[config.mk]
export PLATFORM = sky130hd
export DESIGN_NAME = dht22_sensor_reader
export DESIGN_NICKNAME = d
export VERILOG_FILES = /design/src/rtl/dht_pkg.sv /design/src/rtl/dht_core.sv /design/src/rtl/dht_obuf.sv /design/src/rtl/dht22_sensor_reader.sv
export SDC_FILE = /design/constraint.sdc
export NUM_CORES = 1
export LEC_CHECK = 0
export ABC_AREA = 0
export BUFFER_PORTS_ARGS = -buffer_cell sky130_fd_sc_hd__buf_2
export CAP_MARGIN = 30
export CORE_ASPECT_RATIO = 0.5
export CORE_MARGIN = 2
export CORE_UTILIZATION = 45
export DETAILED_ROUTE_END_ITERATION = 10
export GPL_ROUTABILITY_DRIVEN = 0
export PLACE_DENSITY = 0.68
export SLEW_MARGIN = 20
export SYNTH_ARGS = -nofsm -noshare
export SYNTH_HDL_FRONTEND = slang
export SYNTH_SLANG_ARGS = --single-unit
[constraint.sdc]
create_clock -name clk -period 4.7 [get_ports clk]
set_input_delay 0.705 -clock clk [delete_from_list [all_inputs] [get_ports clk]]
set_output_delay 0.705 -clock clk [all_outputs]
set_load 0.01 [all_outputs]
[src/rtl/dht_pkg.sv]
// shared types and constants for the dht22 sensor reader
// no dependencies
`default_nettype none

package dht_pkg;

  localparam int FRAME_BITS = 40;
  localparam int ERR_BITS   = 10;
  localparam int TDATA_BITS = 56;

  localparam logic [1:0] CFG_START_LOW = 2'd0;
  localparam logic [1:0] CFG_TIMEOUT   = 2'd1;
  localparam logic [1:0] CFG_ONE_THR   = 2'd2;

  localparam logic [11:0] START_LOW_RST = 12'd1100;
  localparam logic [7:0]  TIMEOUT_RST   = 8'd200;
  localparam logic [7:0]  ONE_THR_RST   = 8'd30;

  localparam logic [15:0] HUM_MAX  = 16'd1000;
  localparam logic [14:0] TEMP_MAX = 15'd2000;

  typedef struct packed {
    logic                drive_low;
    logic                busy_res;
    logic                done_res;
    logic [15:0]         humidity_raw;
    logic [15:0]         temperature_raw;
    logic [7:0]          checksum_byte;
    logic [ERR_BITS-1:0] error_flags;
    logic                humidity_ok;
    logic                temperature_ok;
  } result_t;

endpackage

`default_nettype wire

[src/rtl/dht_core.sv]
// frame sequencer: config registers, phase state and per-word result
// depends on dht_pkg
`default_nettype none

module dht_core (
  input  wire logic             clk,
  input  wire logic             rst,
  input  wire logic             cfg_we,
  input  wire logic [1:0]       cfg_index,
  input  wire logic [11:0]      cfg_data,
  input  wire logic             en,
  input  wire logic             action,
  input  wire logic             line_in,
  output dht_pkg::result_t      res
);

  localparam logic [2:0] PH_IDLE      = 3'd0;
  localparam logic [2:0] PH_START     = 3'd1;
  localparam logic [2:0] PH_RESP_LOW  = 3'd2;
  localparam logic [2:0] PH_RESP_HIGH = 3'd3;
  localparam logic [2:0] PH_RESP_END  = 3'd4;
  localparam logic [2:0] PH_BIT_LOW   = 3'd5;
  localparam logic [2:0] PH_BIT_HIGH  = 3'd6;
  localparam logic [2:0] PH_RELEASE   = 3'd7;

  localparam int FB = dht_pkg::FRAME_BITS;
  localparam int EB = dht_pkg::ERR_BITS;

  logic [11:0]   start_low;
  logic [7:0]    timeout;
  logic [7:0]    one_thr;

  logic [2:0]    phase, phase_next;
  logic [11:0]   tick_count, tick_count_next;
  logic [5:0]    bit_index, bit_index_next;
  logic [FB-1:0] frame, frame_next;
  logic [EB-1:0] error_mask, error_mask_next;
  logic [FB-1:0] result_words, result_words_next;

  logic          drive, done, target;
  logic [3:0]    err_idx;
  logic [1:0]    sec;
  logic [11:0]   tick_inc;
  logic          one_bit;
  logic [5:0]    bit_pos;
  logic [15:0]   hum;
  logic [14:0]   mag;

  always_ff @(posedge clk) begin
    if (rst) begin
      start_low <= dht_pkg::START_LOW_RST;
      timeout   <= dht_pkg::TIMEOUT_RST;
      one_thr   <= dht_pkg::ONE_THR_RST;
    end else if (cfg_we) begin
      case (cfg_index)
        dht_pkg::CFG_START_LOW: start_low <= cfg_data;
        dht_pkg::CFG_TIMEOUT:   timeout   <= cfg_data[7:0];
        dht_pkg::CFG_ONE_THR:   one_thr   <= cfg_data[7:0];
        default: ;
      endcase
    end
  end

  always_ff @(posedge clk) begin
    if (rst) begin
      phase        <= PH_IDLE;
      tick_count   <= '0;
      bit_index    <= '0;
      frame        <= '0;
      error_mask   <= '0;
      result_words <= '0;
    end else if (en) begin
      phase        <= phase_next;
      tick_count   <= tick_count_next;
      bit_index    <= bit_index_next;
      frame        <= frame_next;
      error_mask   <= error_mask_next;
      result_words <= result_words_next;
    end
  end

  always_comb begin
    if (bit_index < 6'd16) begin
      sec = 2'd0;
    end else if (bit_index < 6'd32) begin
      sec = 2'd1;
    end else begin
      sec = 2'd2;
    end
  end

  assign tick_inc = tick_count + 12'd1;
  assign one_bit  = ({1'b0, tick_count} + 13'd1) >= {5'd0, one_thr};
  assign bit_pos  = 6'(FB - 1) - bit_index;

  always_comb begin
    phase_next        = phase;
    tick_count_next   = tick_count;
    bit_index_next    = bit_index;
    frame_next        = frame;
    error_mask_next   = error_mask;
    result_words_next = result_words;
    drive             = 1'b0;
    done              = 1'b0;
    target            = 1'b1;
    err_idx           = 4'd9;

    case (phase)
      PH_RESP_LOW:  begin target = 1'b0; err_idx = 4'd0; end
      PH_RESP_HIGH: begin target = 1'b1; err_idx = 4'd1; end
      PH_RESP_END:  begin target = 1'b0; err_idx = 4'd2; end
      PH_BIT_LOW:   begin target = 1'b1; err_idx = 4'd3 + {1'b0, sec, 1'b0}; end
      PH_BIT_HIGH:  begin target = 1'b0; err_idx = 4'd4 + {1'b0, sec, 1'b0}; end
      default: ;
    endcase

    case (phase)
      PH_IDLE: begin
        if (action) begin
          error_mask_next = '0;
          frame_next      = '0;
          bit_index_next  = '0;
          drive           = 1'b1;
          if (12'd1 >= start_low) begin
            phase_next      = PH_RESP_LOW;
            tick_count_next = '0;
          end else begin
            phase_next      = PH_START;
            tick_count_next = 12'd1;
          end
        end
      end
      PH_START: begin
        drive = 1'b1;
        if (tick_inc >= start_low) begin
          phase_next      = PH_RESP_LOW;
          tick_count_next = '0;
        end else begin
          tick_count_next = tick_inc;
        end
      end
      default: begin
        if (line_in == target) begin
          tick_count_next = '0;
          if (tick_count == '0) begin
            error_mask_next   = error_mask | (EB'(1) << err_idx);
            result_words_next = frame;
            phase_next        = PH_IDLE;
            done              = 1'b1;
          end else if (phase == PH_BIT_HIGH) begin
            frame_next[bit_pos] = one_bit;
            bit_index_next      = bit_index + 6'd1;
            phase_next = (bit_index_next >= 6'(FB)) ? PH_RELEASE : PH_BIT_LOW;
          end else if (phase == PH_RELEASE) begin
            result_words_next = frame;
            phase_next        = PH_IDLE;
            done              = 1'b1;
          end else begin
            phase_next = phase + 3'd1;
          end
        end else if (tick_inc >= {4'd0, timeout}) begin
          error_mask_next   = error_mask | (EB'(1) << err_idx);
          result_words_next = frame;
          phase_next        = PH_IDLE;
          tick_count_next   = '0;
          done              = 1'b1;
        end else begin
          tick_count_next = tick_inc;
        end
      end
    endcase
  end

  assign hum = result_words_next[FB-1 -: 16];
  assign mag = result_words_next[FB-18 -: 15];

  always_comb begin
    res.drive_low       = drive;
    res.busy_res        = (phase_next != PH_IDLE);
    res.done_res        = done;
    res.humidity_raw    = hum;
    res.temperature_raw = result_words_next[FB-17 -: 16];
    res.checksum_byte   = result_words_next[7:0];
    res.error_flags     = error_mask_next;
    res.humidity_ok     = (hum != '0) && (hum <= dht_pkg::HUM_MAX);
    res.temperature_ok  = (mag != '0) && (mag <= dht_pkg::TEMP_MAX);
  end

endmodule

`default_nettype wire

[src/rtl/dht_obuf.sv]
// result register with skid stage, takes a word while the last one waits
// depends on dht_pkg
`default_nettype none

module dht_obuf (
  input  wire logic             clk,
  input  wire logic             rst,
  input  wire logic             in_valid,
  output logic                  in_ready,
  input  wire dht_pkg::result_t in_data,
  output logic                  out_valid,
  input  wire logic             out_ready,
  output dht_pkg::result_t      out_data
);

  logic             main_valid;
  logic             skid_valid;
  dht_pkg::result_t main_data;
  dht_pkg::result_t skid_data;

  assign in_ready  = !skid_valid;
  assign out_valid = main_valid;
  assign out_data  = main_data;

  always_ff @(posedge clk) begin
    if (rst) begin
      main_valid <= 1'b0;
      skid_valid <= 1'b0;
    end else if (out_ready || !main_valid) begin
      if (skid_valid) begin
        main_valid <= 1'b1;
        skid_valid <= 1'b0;
      end else begin
        main_valid <= in_valid;
      end
    end else if (in_valid && !skid_valid) begin
      skid_valid <= 1'b1;
    end
  end

  always_ff @(posedge clk) begin
    if (out_ready || !main_valid) begin
      main_data <= skid_valid ? skid_data : in_data;
    end else if (in_valid && !skid_valid) begin
      skid_data <= in_data;
    end
  end

endmodule

`default_nettype wire

[src/rtl/dht22_sensor_reader.sv]
// dht22 single-wire sensor reader, one word per microsecond tick
// a result word is registered in the output buffer, in its main stage or, while that one waits, in its skid stage
// throughput: one word per cycle while s_tready is high, set by the phase update in dht_core
// a two-entry output register keeps s_tready high while one result waits
// reset: synchronous, returns to idle, clears the frame and error state
// and loads the register defaults; no clearing pass
`default_nettype none

module dht22_sensor_reader (
  input  wire logic                            clk,
  input  wire logic                            rst,
  input  wire logic                            s_tvalid,
  output logic                                 s_tready,
  input  wire logic [7:0]                      s_tdata,  // line_in, zero fill
  input  wire logic [0:0]                      s_tuser,  // action
  output logic                                 m_tvalid,
  input  wire logic                            m_tready,
  // drive_low, busy_res, done_res, humidity_raw, temperature_raw,
  // checksum_byte, error_flags, humidity_ok, temperature_ok, zero fill
  output logic [dht_pkg::TDATA_BITS-1:0]       m_tdata,
  input  wire logic                            cfg_valid,
  output logic                                 cfg_ready,
  input  wire logic [1:0]                      cfg_index,
  input  wire logic [11:0]                     cfg_data
);

  logic             accept;
  dht_pkg::result_t res;
  dht_pkg::result_t out_res;

  assign accept    = s_tvalid && s_tready;
  assign cfg_ready = 1'b1;

  dht_core u_core (
    .clk       (clk),
    .rst       (rst),
    .cfg_we    (cfg_valid && cfg_ready),
    .cfg_index (cfg_index),
    .cfg_data  (cfg_data),
    .en        (accept),
    .action    (s_tuser[0]),
    .line_in   (s_tdata[0]),
    .res       (res)
  );

  dht_obuf u_obuf (
    .clk       (clk),
    .rst       (rst),
    .in_valid  (accept),
    .in_ready  (s_tready),
    .in_data   (res),
    .out_valid (m_tvalid),
    .out_ready (m_tready),
    .out_data  (out_res)
  );

  assign m_tdata = {1'b0,
                    out_res.temperature_ok,
                    out_res.humidity_ok,
                    out_res.error_flags,
                    out_res.checksum_byte,
                    out_res.temperature_raw,
                    out_res.humidity_raw,
                    out_res.done_res,
                    out_res.busy_res,
                    out_res.drive_low};

endmodule

`default_nettype wire

=== Word level (Yosys, flattened, before mapping) ===
Cells that the tools add are included.

* Logic and storage cells: 142
* Register bits: 251
* Bits of input ports: 28

* Magnitude comparators: 11
* $add $sub $neg: 7
* Shift operators: 1
* Bitwise operators: 3
* Equal/unequal tests: 12
* Mux-type cells: 54
* Reduce and logical (&&, ||, !) cells: 25

{| class="wikitable"
|+ Operators with widths
! cell !! number
|-
| 40-bit two-way mux || 10
|-
| 40-bit case mux with 2 select lines || 1
|-
| 55-bit two-way mux || 1
|-
| 12-bit two-way mux || 4
|-
| 40-bit bitwise mux || 1
|-
| 10-bit two-way mux || 4
|-
| 6-bit two-way mux || 4
|-
| 12-bit case mux with 2 select lines || 1
|-
| 3-bit two-way mux || 7
|-
| 10-bit case mux with 2 select lines || 1
|-
| 4-bit case mux with 5 select lines || 1
|-
| 16-bit by 10-bit less-or-equal comparator with 1-bit output, second input constant || 1
|-
| 16-bit nonzero test || 1
|-
| 15-bit by 11-bit less-or-equal comparator with 1-bit output, second input constant || 1
|-
| 15-bit nonzero test || 1
|-
| 12-bit by 1-bit adder with 13-bit output, second input constant || 1
|-
| 13-bit by 8-bit >= comparator with 1-bit output || 1
|-
| 12-bit by 1-bit adder with 12-bit output, second input constant || 1
|-
| 3-bit == test, second input constant || 4
|-
| 1-bit by 12-bit >= comparator with 1-bit output, first input constant || 1
|-
| 12-bit >= comparator || 1
|-
| 12-bit by 8-bit >= comparator with 1-bit output || 1
|-
| 12-bit zero test || 1
|-
| 6-bit case mux with 2 select lines || 1
|-
| 35 further kinds || 62
|}

=== Depth between registers and ports, before layout ===
Gate-level depths: netlist of run 1.

* Word-level depth: 11
* Depth in mapped cells: 14

=== Modules after synthesis ===
Synthesis of run 1 repeated with hierarchy kept, for this count alone.

* Cell total of the unflattened synthesis: 1087
* Area, all modules: 11935.2 um^2

{| class="wikitable"
|+ By module, submodules not included
! module !! cells an instance !! instances !! area each (um^2)
|-
| dht_core || 903 || 1 || 7800.0
|-
| dht_obuf || 179 || 1 || 4106.4
|-
| dht22_sensor_reader || 5 || 1 || 28.8
|}

=== Least setup slack after synthesis of run 1 ===
No wires, ideal clock.

* Path kind: input-to-reg
* From: input port m_tready
* To: register u_obuf.skid_data[0] in the netlist's numbering, enable pin
* Library setup time: 0.468 ns
* Arrival time: 4.541 ns
* Stages on the path: 2
* Setup slack: -0.309 ns
* Cells stage by stage: nand2b_1 nor2_1

* Longest elaborated chain between the ends: 3

{| class="wikitable"
|+ Ends and longest elaborated chain
! what !! line !! text
|-
| start, declared || dht22_sensor_reader.sv:17 || <nowiki>input wire logic m_tready,</nowiki>
|-
| 1-bit logical OR || dht_obuf.sv:42 || <nowiki>if (out_ready || !main_valid) begin</nowiki>
|-
| 1-bit NOT (no line) || - ||
|-
| 2-bit AND reduction (no line) || - ||
|-
| end signal, assigned || dht_obuf.sv:45 || <nowiki>skid_data <= in_data;</nowiki>
|-
| end, declared || dht_obuf.sv:19 || <nowiki>dht_pkg::result_t skid_data;</nowiki>
|}

Every way passes these cells.
A chain may end at the register's enable or synchronous reset.

==> impl_results.md, run 1 <==
* Remaining antenna violation count at 0
* DP Worst Slack at 688 ps
* First-pass iteration count of the detailed router at 7
* GR Overflow Total at 0
* Largest net degree at the start of global routing at 89
* Crit path required time at 4970 ps
* Met1 Use GR at 24.3%
* CTS root buf: clkbuf_16
* CP Data Arrival Time at 4270 ps
* Post-DR vias/cell at 5.54
* Core area at 26500 sq um
* Worst-path cell chain: ha_1 -> nand3_2 -> nor2_1 -> xor2_1 -> ha_1 -> o21ai_0 -> nor2_1 -> nor3_1 -> nand3_2 -> o21ai_4 -> buf_12 -> mux2_4 -> mux2_4
* Post-layout nets at 1262
* Initial core utilization at 45.9%
* Layout Skew at 10.4 ps
* RSZ-0062 raised after global routing: false
* Initial drt markers at 752
* Multi-input gate area at 5530 sq um
* Rel. slew slack at 35.3%
* CTS tree: yes
* Gates resized, CTS repair at 0
* Busiest grt layer: met2
* Port-buffer cells at 77
* Cell area after synthesis at 12200 sq um
* Clock buffer depth at 3
* Pwr/cell area at 345 nW/um^2
* Final Setup Violations at 0
* Setup bufs post-CTS at 0
* Worst Path Max Fanout at 44
* Distinct cells, synth at 74
* Clock-pin slew on the worst setup and hold paths at 60 ps
* Total Wirelength at 25.3 mm
* Count of hold-fix buffers inserted at cts at 0
* Layout area overhead at 12.0%
* Worst setup margin at 703 ps
* Worst hold slack at 423 ps
* Status: finished, final reports clean
* Max incr delay on CP at 520 ps
* Detailed-route via count at 8666
* Final Cycle Share at 85.1%
* Critical Path Sink Type: flip-flop
* Die Wd at 236 microns
* Non-filler instance count after layout at 1565
* Register area at 6130 sq um
* Die H at 120 microns
* VDD IR-drop max at 0.000251 V
* Synth warnings at 0
* EDFF count, synth at 110
* Post-route cell area at 13600 sq um
* Inst Count DP at 1520
* Grt met2 use at 29.8%
* Share of cells above drive strength 1 at 21.7%
* Tot Pwr at 4.70 mW
* Fmax at 250 MHz
* Vias in the first global route at 8295
* Seq cells post-synth at 251
* First-pass GRT wire length at 41.8 mm
* Minimum clock period at 4000 ps
* GRT met3 Usage at 2.56%
* Crit path kind: flip-flop to flip-flop
* Top_reg_cell synth: dfxtp_1
* Worst hold path class: input port to flip-flop
* H-Tree Depth at 1
* # IOs at 87
* Max Cap Viol at 0
* Clock Sinks at 251
* Gr usage total at 17.5%
* # rows at 42
* Worst skew pair latency at 520 ps
* Asr flop ratio synth at 0%
* # fillers at 2353
* Area post-placement at 12800 sq um
* Mapped Cells at 1146
* Register area share after synthesis at 50.4%
* Leakage Power at 5.39 nW
* Final core occ at 51.4%
* Die area at 28400 sq um
* Syn_nets at 1213
* CP Launch Type: flip-flop
* WL/cell at 16.2 microns
* Avg Inst Size Synth at 10.6 sq um
* Number of inserted diodes at 0
* Setup TNS at 0 ps
* Antenna violations before repair at 0
* Final Max Slew Viols at 0
* Slew @ Worst Pin at 971 ps
* DRC at 0
* Slowest CP cell: dfxtp_1
* Final hold violation count at 0
* HPWL Detailed at 16.9 mm
* Cts bufs inserted at 24
## metal layers
layer,routed length [microns],share of wire (%)
met4,310,1.2
met2,12000,47
met5,0,0
met3,1090,4.3
met1,11900,47
## power breakdown
part	switching [mW]	internal [mW]
clock network	0.824	1.18
logic	0.223	0.121
registers	0.0269	2.33
total	1.07	3.63
## cell families after synthesis
| family | after synthesis | share of synthesized area (%) |
|---|---|---|
| DFF | 251 | 50.4 |
| and+or+nand+nor | 373 | 14.7 |
| xor gates and xnor gates | 18 | 1.42 |
| adders and majority gates | 39 | 4.02 |
| muxes | 101 | 11.5 |
| buffers and inverters | 110 | 4.30 |
| other | 2 | 0.0618 |
| AOI/OAI and AO/OA | 252 | 13.6 |
## final timing paths
check / start / endpoint / slack (ps) / depth (start not counted)
setup / recovery: u_core.tick_count[0] / u_obuf.out_data[19] / 700 / 13
hold / removal: cfg_data[10] / u_core.start_low[10] / 420 / 3
setup reg to reg: u_core.tick_count[0] / u_obuf.out_data[19] / 700 / 13
hold reg to reg: u_core.result_words[0] / u_core.result_words[0] / 450 / 2
## registers in the layout, indices dropped and copies added, names as in the netlist
signal	cells
u_core.bit_index	6
u_core.one_thr	8
u_core.result_words	40
u_obuf.skid_valid	1
u_core.error_mask	10
u_obuf.out_valid	1
u_obuf.skid_data	55
u_core.phase	3
u_core.start_low	12
u_obuf.out_data	55
u_core.tick_count	12
u_core.timeout	8
u_core.frame	40
## cell usage after synthesis (all sizes together), types with 2 or more instances
library cell	n	share of area, %
nor3b	6	0.41
o211ai	10	0.62
nand4	9	0.46
o21ai	29	1.3
a32oi	5	0.36
nand2b	7	0.36
nor3	24	1.2
nor4	18	0.98
mux2	94	11
and4	2	0.19
dfxtp	141	23
a21o	3	0.19
or3	5	0.26
or2	2	0.10
nand2	173	5.4
a22o	3	0.22
nor2b	10	0.51
a32o	4	0.33
o21a	8	0.49
buf	19	1.5
xor2	6	0.43
or4	3	0.19
o2111ai	3	0.22
nor2	64	2.0
a311oi	38	2.7
nand3b	4	0.25
o211a	2	0.16
a2bb2oi	2	0.14
xnor2	12	0.99
ha	39	4.0
a21oi	116	4.8
o31ai	3	0.19
a211oi	11	0.72
nand3	24	1.1
edfxtp	110	27
and3	15	0.82
conb	2	0.062
and2	4	0.21
mux2i	7	0.58
inv	38	1.2
a31oi	6	0.43
o32ai	2	0.14
clkbuf	53	1.6
## worst max-delay path, delay by kind of cell (launching register included)
kind	cells	cell delay (ps)
compound gates	2	360
xor+xnor	1	310
fa+ha+maj	2	620
buf+inv	1	290
flops	1	520
mux	2	610
simple gates	5	970
## cells in the final DEF, fill, tap and decap left out, drive strengths merged, types with 6 or more instances in the layout
cell / instances
clkbuf: 32
nor2b: 10
nand4: 9
nand3: 24
mux2i: 7
ha: 39
edfxtp: 110
xor2: 6
buf: 95
o21a: 8
nand2b: 7
nor4: 18
and3: 15
mux2: 94
a211oi: 11
nor3b: 6
o211ai: 10
nand2: 173
xnor2: 12
nor3: 24
dfxtp: 141
a311oi: 38
a31oi: 6
a21oi: 116
o21ai: 29
nor2: 64
inv: 39
## cell type report
class                      count  share of cell area, %
timing repair buffer          95                   4.01
clock inverter                12                   1.18
inverter                      38                   1.05
tap                          352                   3.24
multi-input combinational    785                   40.6
clock buffer                  32                   4.93
sequential                   251                   45.0
Note: power is estimated with default switching activity, not from simulation.
==> inputs of run 2 (changes only) <==
--- a/config.mk
+++ b/config.mk
@@ -13,7 +13,7 @@
 export CORE_UTILIZATION = 45
 export DETAILED_ROUTE_END_ITERATION = 10
 export GPL_ROUTABILITY_DRIVEN = 0
-export PLACE_DENSITY = 0.68
+export PLACE_DENSITY = 0.72
 export SLEW_MARGIN = 20
 export SYNTH_ARGS = -nofsm -noshare
 export SYNTH_HDL_FRONTEND = slang
==> run 2 against run 1 <==
Effect of this change:
- worst setup slack got worse by 81 ps
- clock skew increased by 3.1 ps
- flip-flop and latch count unchanged
- worst hold slack gained 8.7 ps
- maximum frequency fell by 2.0%
- cell count down 0.19%
- critical path type unchanged
- critical endpoint is now u_obuf.out_data[48]
==> impl_results.md, run 2 (synthesized netlist as in run 1, its figures left out) <==
* Die area at 28400 sq um (unchanged)
* Final Max Slew Viols at 0 (unchanged)
* Clock network power share at 39.0% (-3.6 points)
* Count of hold-fix buffers inserted at cts at 0 (unchanged)
* Status: finished, final reports clean
* Post-DR vias/cell at 5.60 (+1.2%)
* Post-layout nets at 1260 (-0.16%)
* Antenna violations before repair at 1 (+1)
* Share of cells above drive strength 1 at 20.8% (-0.84 points)
* Reg2reg setup slack at 620 ps (-80 ps)
* Worst skew pair latency at 520 ps (about the same)
* Final core occ at 50.8% (-0.61 points)
* DP Worst Slack at 674 ps (-14.7 ps)
* DRC at 0 (unchanged)
* Critical Path Sink Type: flip-flop
* Clock Sinks at 251 (unchanged)
* Slew @ Worst Pin at 973 ps (+2.11 ps)
* Worst hold path class: input port to flip-flop
* First-pass iteration count of the detailed router at 5 (-2)
* Worst Path Max Fanout at 44 (unchanged)
* Crit path kind: flip-flop to flip-flop
* Register share of total power at 53.2% (+3.1 points)
* Initial core utilization at 45.9% (unchanged)
* GR Overflow Total at 0 (unchanged)
* Cts bufs inserted at 23 (-4.2%)
* Sw Pwr at 1.02 mW (-4.6%)
* Hold Path Stages at 3 (unchanged)
* Setup TNS at 0 ps (unchanged)
* Gate power share at 7.8% (+0.5 points)
* Total Wirelength at 25.3 mm (+0.15%)
* Port-buffer cells at 77 (unchanged)
* Setup bufs post-CTS at 0 (unchanged)
* Minimum clock period at 4080 ps (+80.7 ps)
* CTS root buf: clkbuf_16
* HPWL Detailed at 17.2 mm (+1.7%)
* Clock buffer depth at 3 (unchanged)
* H-Tree Depth at 1 (unchanged)
* Gr usage total at 17.8% (+0.23 points)
* Final hold violation count at 0 (unchanged)
* Gates resized, CTS repair at 0 (unchanged)
* # fillers at 2321 (-1.4%)
* Register-to-Register Path Depth at 13 (unchanged)
* Pint at 3.40 mW (-6.2%)
* Worst r2r src: u_core.tick_count[0]
* Worst setup margin at 622 ps (-80.7 ps)
* Rel. slew slack at 35.1% (-0.14 points)
* WL/cell at 16.2 microns (+0.34%)
* Initial drt markers at 643 (-14%)
* CTS tree: yes
* Core area at 26500 sq um (unchanged)
* CP Data Arrival Time at 4340 ps (+70 ps)
* Die Wd at 236 microns (unchanged)
* Switch share at 23.1% (+0.30 points)
* # IOs at 87 (unchanged)
* Hold path endpoint: u_core.start_low[11]
* # rows at 42 (unchanged)
* Reg-to-Reg End: u_obuf.out_data[48]
* Highest-count cells in the layout ignoring fill and taps: nand2_1, dfxtp_1, a21oi_1
* Layout Skew at 13.5 ps (+3.05 ps)
* Max Cap Viol at 0 (unchanged)
* Largest net degree at the start of global routing at 89 (unchanged)
* Pwr/cell area at 329 nW/um^2 (-4.7%)
* Clock-pin slew on the worst setup and hold paths at 60 ps (about the same)
* Detailed-route via count at 8754 (+1.0%)
* Remaining antenna violation count at 0 (unchanged)
* Final Setup Violations at 0 (unchanged)
* Leakage Power at 5.30 nW (-1.7%)
* Layout area overhead at 10.7%
* RSZ-0062 raised after global routing: false
* Fmax at 245 MHz (-2.0%)
* CP Launch Type: flip-flop
* Commonest non-fill, non-tap cell in the layout: nand2_1
* First-pass GRT wire length at 42.3 mm (+1.3%)
* Crit path required time at 4960 ps (about the same)
* Hold path start: cfg_data[11]
* VDD IR-drop max at 0.000216 V (-14%)
* Final Cycle Share at 86.8% (+1.7 points)
* Die H at 120 microns (unchanged)
* Vias in the first global route at 8401 (+1.3%)
[run 2: cell type report]
| class | count | area, sq um | share of cell area (%) |
|---|---|---|---|
| sequential | 251 | 6130 | 45.5 |
| multi-input combinational | 785 | 5530 | 41.1 |
| clock buffer | 28 | 594 | 4.42 |
| timing repair buffer | 94 | 526 | 3.91 |
| tap | 352 | 440 | 3.27 |
| inverter | 38 | 143 | 1.06 |
| clock inverter | 13 | 91.3 | 0.679 |
| antenna | 1 | 2.50 | 0.0186 |
[run 2: how the worst max path moves through the flow]
stage,slack (ps),from,cells after the start,end
after CTS,640,u_core.tick_count[0],13,u_obuf.out_data[48]
final,620,u_core.tick_count[0],13,u_obuf.out_data[48]
after floorplan,300,m_tready,2,u_obuf.skid_data[0]
after global placement,750,u_core.tick_count[0],13,u_obuf.out_data[48]
after global routing,290,u_core.tick_count[0],13,u_obuf.out_data[48]
after detailed placement,670,u_core.tick_count[0],13,u_obuf.out_data[48]
[run 2: metrics by stage]
stage                     cells  hold slack, ps  instance area, sq um  power [mW]
final                      1562             432                 13400        4.43
after global routing       1562             423                 13400        4.59
after CTS                  1560             421                 13400        4.47
after detailed placement   1519             451                 12800        2.75
after global placement     1518             441                 12700        2.73
after floorplan            1146             432                 12200        2.64
[run 2: power groups by stage]
stage	combinational, mW	sequential, mW	clock, mW
floorplan	0.225	2.42	0
global placement	0.330	2.40	0
detailed placement	0.341	2.40	0
CTS	0.343	2.36	1.77
global route	0.377	2.36	1.85
finish	0.344	2.36	1.73
[run 2: critical path, cell delays in order (launching register included)]
cell     delay, ps
dfxtp_1        530
ha_1           320
nand3_2        200
nor2_1         210
xor2_1         360
ha_1           320
o21ai_0        150
nor2_1          70
nor3_1         260
nand3_2        190
o21ai_4        200
buf_12         320
mux2_2         390
mux2_2         260
[run 2: per-layer routing]
layer  up-vias  global-route usage, %  part of all wire (%)
met5         -                      0                     0
met4         0                   4.23                   1.9
met3        39                   3.06                   4.8
met2       203                   30.4                    47
met1      4242                   23.6                    46
li1       4270                      -                     -
